File: src/design/sfd_pkg.sv
// Shared types, constants and cosine table builder for the stereo flanger delay.
// No dependencies; used by sfd_mod_unit and stereo_flanger_delay.
package sfd_pkg;

    localparam int SAMPLE_W   = 16;
    localparam int CURSOR_W   = 10;
    localparam int DIV_W      = 11;
    localparam int COS_W      = 17;
    localparam int CFG_IDX_W  = 2;
    localparam int CFG_DATA_W = 32;

    localparam int PHASE_W    = 32;
    localparam int DEPTH_W    = 9;
    localparam int GAIN_W     = 17;

    localparam logic [CFG_IDX_W-1:0] CFG_PHASE_STEP = 2'd0;
    localparam logic [CFG_IDX_W-1:0] CFG_HALF_DEPTH = 2'd1;
    localparam logic [CFG_IDX_W-1:0] CFG_WET_GAIN   = 2'd2;

    localparam logic [PHASE_W-1:0] PHASE_STEP_RST = 32'd89478;
    localparam logic [DEPTH_W-1:0] HALF_DEPTH_RST = 9'd24;
    localparam logic [GAIN_W-1:0]  WET_GAIN_RST   = 17'd32768;

    typedef struct packed {
        logic signed [SAMPLE_W-1:0] sample_left;
        logic signed [SAMPLE_W-1:0] sample_right;
    } in_t;

    typedef struct packed {
        logic signed [SAMPLE_W-1:0] out_left;
        logic signed [SAMPLE_W-1:0] out_right;
    } out_t;

    typedef struct packed {
        logic             start;
        logic [DIV_W-1:0] dividend;
        logic [DIV_W-1:0] divisor;
    } mod_req_t;

    // cos(pi/2 * x), x in Q15 over 0..32768, result Q15
    function automatic longint quarter_cos(longint x);
        longint t;
        longint r;
        t = x * x;
        r = 64'sd987047;
        r = 64'sd22401998 - ((r * t) >>> 30);
        r = 64'sd272375559 - ((r * t) >>> 30);
        r = 64'sd1324675879 - ((r * t) >>> 30);
        r = 64'sd1073741824 - ((r * t) >>> 30);
        if (r < 0) begin
            r = 0;
        end
        r = (r + 64'sd16384) >>> 15;
        if (r > 64'sd32768) begin
            r = 64'sd32768;
        end
        return r;
    endfunction

    function automatic logic signed [COS_W-1:0] cos_entry(int k, int bits);
        int     qb;
        int     quad;
        longint x;
        longint c;
        qb   = bits - 2;
        x    = longint'(k & ((1 << qb) - 1)) << (15 - qb);
        quad = (k >> qb) & 3;
        case (quad)
            0: begin
                c = quarter_cos(x);
            end
            1: begin
                c = -quarter_cos(64'sd32768 - x);
            end
            2: begin
                c = -quarter_cos(x);
            end
            default: begin
                c = quarter_cos(64'sd32768 - x);
            end
        endcase
        return COS_W'(c);
    endfunction

endpackage

File: src/design/sfd_mod_unit.sv
// Iterative restoring remainder unit, one quotient bit per cycle.
// Depends on sfd_pkg for widths and the request struct.
module sfd_mod_unit (
    input  logic                        aclk,
    input  logic                        aresetn,
    input  sfd_pkg::mod_req_t           req,
    output logic                        done,
    output logic [sfd_pkg::DIV_W-1:0]   rem
);

    localparam int W     = sfd_pkg::DIV_W;
    localparam int CNT_W = $clog2(W + 1);

    logic             busy_reg, busy_next;
    logic             done_reg, done_next;
    logic [CNT_W-1:0] cnt_reg, cnt_next;
    logic [W-1:0]     dvd_reg, dvd_next;
    logic [W-1:0]     dvs_reg, dvs_next;
    logic [W-1:0]     rem_reg, rem_next;
    logic [W:0]       trial;

    assign trial = {rem_reg, dvd_reg[W-1]};

    always_comb begin
        busy_next = busy_reg;
        done_next = 1'b0;
        cnt_next  = cnt_reg;
        dvd_next  = dvd_reg;
        dvs_next  = dvs_reg;
        rem_next  = rem_reg;
        if (req.start) begin
            busy_next = 1'b1;
            cnt_next  = CNT_W'(W);
            dvd_next  = req.dividend;
            dvs_next  = req.divisor;
            rem_next  = '0;
        end else if (busy_reg) begin
            dvd_next = {dvd_reg[W-2:0], 1'b0};
            if (trial >= {1'b0, dvs_reg}) begin
                rem_next = W'(trial - {1'b0, dvs_reg});
            end else begin
                rem_next = trial[W-1:0];
            end
            cnt_next = cnt_reg - 1'b1;
            if (cnt_reg == CNT_W'(1)) begin
                busy_next = 1'b0;
                done_next = 1'b1;
            end
        end
    end

    always_ff @(posedge aclk) begin
        if (!aresetn) begin
            busy_reg <= 1'b0;
            done_reg <= 1'b0;
            cnt_reg  <= '0;
        end else begin
            busy_reg <= busy_next;
            done_reg <= done_next;
            cnt_reg  <= cnt_next;
        end
        dvd_reg <= dvd_next;
        dvs_reg <= dvs_next;
        rem_reg <= rem_next;
    end

    assign done = done_reg;
    assign rem  = rem_reg;

endmodule

File: config.mk
export PLATFORM = sky130hd
export DESIGN_NAME = sfd_mod_unit
export DESIGN_NICKNAME = d
export VERILOG_FILES = /design/src/design/sfd_pkg.sv /design/src/design/sfd_mod_unit.sv
export SDC_FILE = /design/constraint.sdc
export NUM_CORES = 1
export LEC_CHECK = 0
export BUFFER_PORTS_ARGS = -buffer_cell sky130_fd_sc_hd__buf_2
export CAP_MARGIN = 30
export CORE_MARGIN = 4
export CORE_UTILIZATION = 45
export CTS_CLUSTER_SIZE = 40
export DETAILED_ROUTE_END_ITERATION = 16
export GPL_ROUTABILITY_DRIVEN = 0
export GPL_TIMING_DRIVEN = 0
export PLACE_DENSITY_LB_ADDON = 0.15
export SLEW_MARGIN = 20
export SYNTH_ARGS = -nofsm -noshare
export SYNTH_HDL_FRONTEND = slang
export SYNTH_SLANG_ARGS = --single-unit
File: constraint.sdc
create_clock -name aclk -period 7.1 [get_ports aclk]
set_clock_uncertainty 0.05 [all_clocks]
set_input_delay 1.065 -clock aclk [delete_from_list [all_inputs] [get_ports aclk]]
set_output_delay 1.065 -clock aclk [all_outputs]
set_load 0.1 [all_outputs]
==> reports/summary.txt <==
Number of synthesized flops with an enable pin -> 22
Root buf cell -> clkbuf_8
Worst EP required -> 7.27 ns
WL/cell -> 14.70 um
Switching Power -> 0.0002306 W
Count of final hold-check violations -> 0
Max Cap Viol -> 0
Drt initial violations -> 51
Routed Antenna Nets -> 0
Combinational power share -> 32.6%
Post-CTS Resized -> 0
Syn-to-layout area delta -> 15.79%
CORE AREA -> 4755 um^2
Element type at the critical path start -> flip-flop
Peak fanout along the critical path -> 5
Synth unique cells -> 50
Clk_lat worst skew -> 0.30 ns
Ant. Diodes -> 0
GR Util All Layers -> 16.19%
I/O Pins -> 37
Worst hold path depth -> 2
Metal2 WL -> 2370 um
Top post-synthesis cells by area -> edfxtp_1, dfxtp_1, ha_1
Hold_sp -> rem[9]
Clock share of power -> 24.2%
Most instantiated cells after synthesis -> edfxtp_1, nor2_1, dfxtp_1, inv_1, ha_1
Reg2reg setup slack -> 4.38 ns
GRT Residual Overflow -> 0
Dpl cells -> 314
Top sig layer -> met4
Leak pwr -> 1.114 nW
Worst-Margin Slew -> 0.5407 ns
Seq cells post-synth -> 39
Critical Path End Type -> flip-flop
H-tree lvl count -> 2
Port Buf Inserts -> 36
M1 wire length -> 2123 um
Hpwl dp -> 3490 um
Die ar. -> 6158 um^2
Final cycle utilization of the critical path -> 38.26%
Power Density -> 244.8 nW/um^2
Status -> finished clean
Syn Inst Count -> 211
Top-count cell post-synth -> edfxtp_1
Sequential share of power -> 43.2%
WS Path Type -> reg -> reg
Rel. slew slack -> 63.96%
First-pass GRT wire length -> 7741 um
Setup_tns -> 0 ns
Maximum VDD drop -> 0.0001168 V
Final worst slack -> 4.384 ns
CTS clock-pin slew for the worst setup and hold paths -> 0.09 ns
RR Endpoint -> rem[10]
Worst hold path class -> reg -> reg
Data arrival, critical path -> 2.88 ns
Post-Syn Area -> 2235 um^2
Async SR Flop Fraction -> 0%
Residual DRC -> 0
Worst R2R Path Depth -> 9
Dpl ws -> 4.370 ns
CTS max path bufs -> 2
TritonRoute pass-1 iters -> 4
Nets@finish -> 293
Via density -> 5.283
Pins over their slew limit -> 0
CTS tree -> built
Num rows -> 25
Die Y -> 78.47 um
DR WL met3 -> 179 um
Hold buffers post-CTS -> 0
Layout cell share with drive strength beyond 1 -> 27.06%
Post-CTS setup buffers -> 0
Synth area leader -> edfxtp_1
RSZ-0062 raised after global routing -> false
Peak Freq -> 0.3681 GHz
Syn Nets -> 250
Top_reg_cell synth -> edfxtp_1
Hold Path Sink -> rem[9]
Syn Area/Cell -> 10.59 um^2
Internal -> 0.0004029 W
Sw frac -> 36.40%
Clock sink total -> 39
Sequential share of the synthesized area -> 44.79%
Final setup viols -> 0
Syn. warnings -> 0
Top cell type's share of synthesized area -> 29.56%
Largest net degree at the start of global routing -> 18
Layout Cells excl Fill -> 322
Initial Utilization -> 47.00%
Initial antenna violation count -> 0
Final Critical Period -> 2.716 ns
Reg2reg start -> dvd_reg[10]
Chip width -> 78.47 um
Vias in the first global route -> 1612
Routed WL -> 4735 um
DR vias -> 1701
CTS buffer count -> 5
-- critical path: stages, from the launching register on --
cell	delay, ns
edfxtp_1	0.36
inv_1	0.05
ha_1	0.22
fa_1	0.40
nand2b_1	0.17
a21oi_2	0.28
a211oi_1	0.14
o41ai_1	0.37
mux2_2	0.39
nor4_2	0.20
-- how the worst max path moves through the flow --
| stage | startpoint | end | depth (start not counted) |
|---|---|---|---|
| finish | dvd_reg[10] | rem[10] | 9 |
| global route | dvd_reg[10] | rem[9] | 10 |
| CTS | dvd_reg[10] | rem[10] | 9 |
| detailed placement | dvd_reg[10] | rem[10] | 9 |
| global placement | dvd_reg[10] | rem[10] | 9 |
| floorplan | rem[0] | rem[10] | 8 |
-- per-layer routing --
layer / GRT usage (%) / up-vias
met3: 3.440 / 6
met1: 19.71 / 811
met4: 5.594 / 0
met5: 0 / -
met2: 28.25 / 28
li1: - / 856
-- per-stage QoR --
stage	util [%]	instance area, um^2	hold WS, ns	power (W)
finish	54.42	2587	0.4682	0.0006335
global route	54.42	2587	0.4970	0.0006697
CTS	54.42	2587	0.4700	0.0006369
detailed placement	52.55	2499	0.4571	0.0004847
global placement	52.55	2499	0.4509	0.0004824
floorplan	-	2235	0.4706	0.0004413
-- cells in the final DEF, fill, tap and decap left out, types with 2 or more instances in the layout --
master,netlist,final
nor4b_1,2,2
o32ai_1,2,2
a21oi_1,7,7
a311oi_1,6,6
nor2b_1,3,3
buf_2,2,38
a21o_1,5,5
clkinvlp_4,0,2
inv_1,17,17
clkbuf_1,4,4
a21boi_0,3,3
xnor2_1,6,6
nand3b_1,2,2
clkbuf_8,0,5
xor2_1,2,2
edfxtp_1,22,22
nor2_1,19,19
o21ai_0,3,3
a31oi_1,2,2
and3_1,3,3
nand2b_1,6,6
dfxtp_1,17,17
nand3_1,8,8
buf_1,3,3
nand2_1,10,10
mux2_2,12,12
ha_1,13,13
a211oi_1,4,4
mux2i_1,5,5
-- layout make-up --
cell class                 count  area [um^2]
multi-input combinational    145         1122
tap                           67        83.83
fill                         458         2167
inverter                      17        63.81
timing repair buffer          36        180.2
clock buffer                   5        68.82
buffer                        10        47.55
clock inverter                 3        20.02
sequential                    39         1001
-- power groups by stage --
| stage | Clock [W] | Sequential [W] | Combinational, W |
|---|---|---|---|
| 2_1_floorplan | 0 | 0.000321 | 0.000120 |
| 3_3_place_gp | 0 | 0.000279 | 0.000204 |
| 3_5_place_dp | 0 | 0.000279 | 0.000206 |
| 4_1_cts | 0.000156 | 0.000274 | 0.000207 |
| 5_1_grt | 0.000169 | 0.000277 | 0.000224 |
| 6_report | 0.000154 | 0.000274 | 0.000206 |
-- logic make-up after synthesis --
kind of cell	share of synthesized area (%)
AND/OR/NAND/NOR	15.23
AO/OA/AOI/OAI	15.40
flip-flops	44.79
buffers and inverters	4.983
multiplexers	8.287
adder cells (fa/ha/maj)	8.175
XOR/XNOR	3.136
Power figures use the tool's default switching activity.
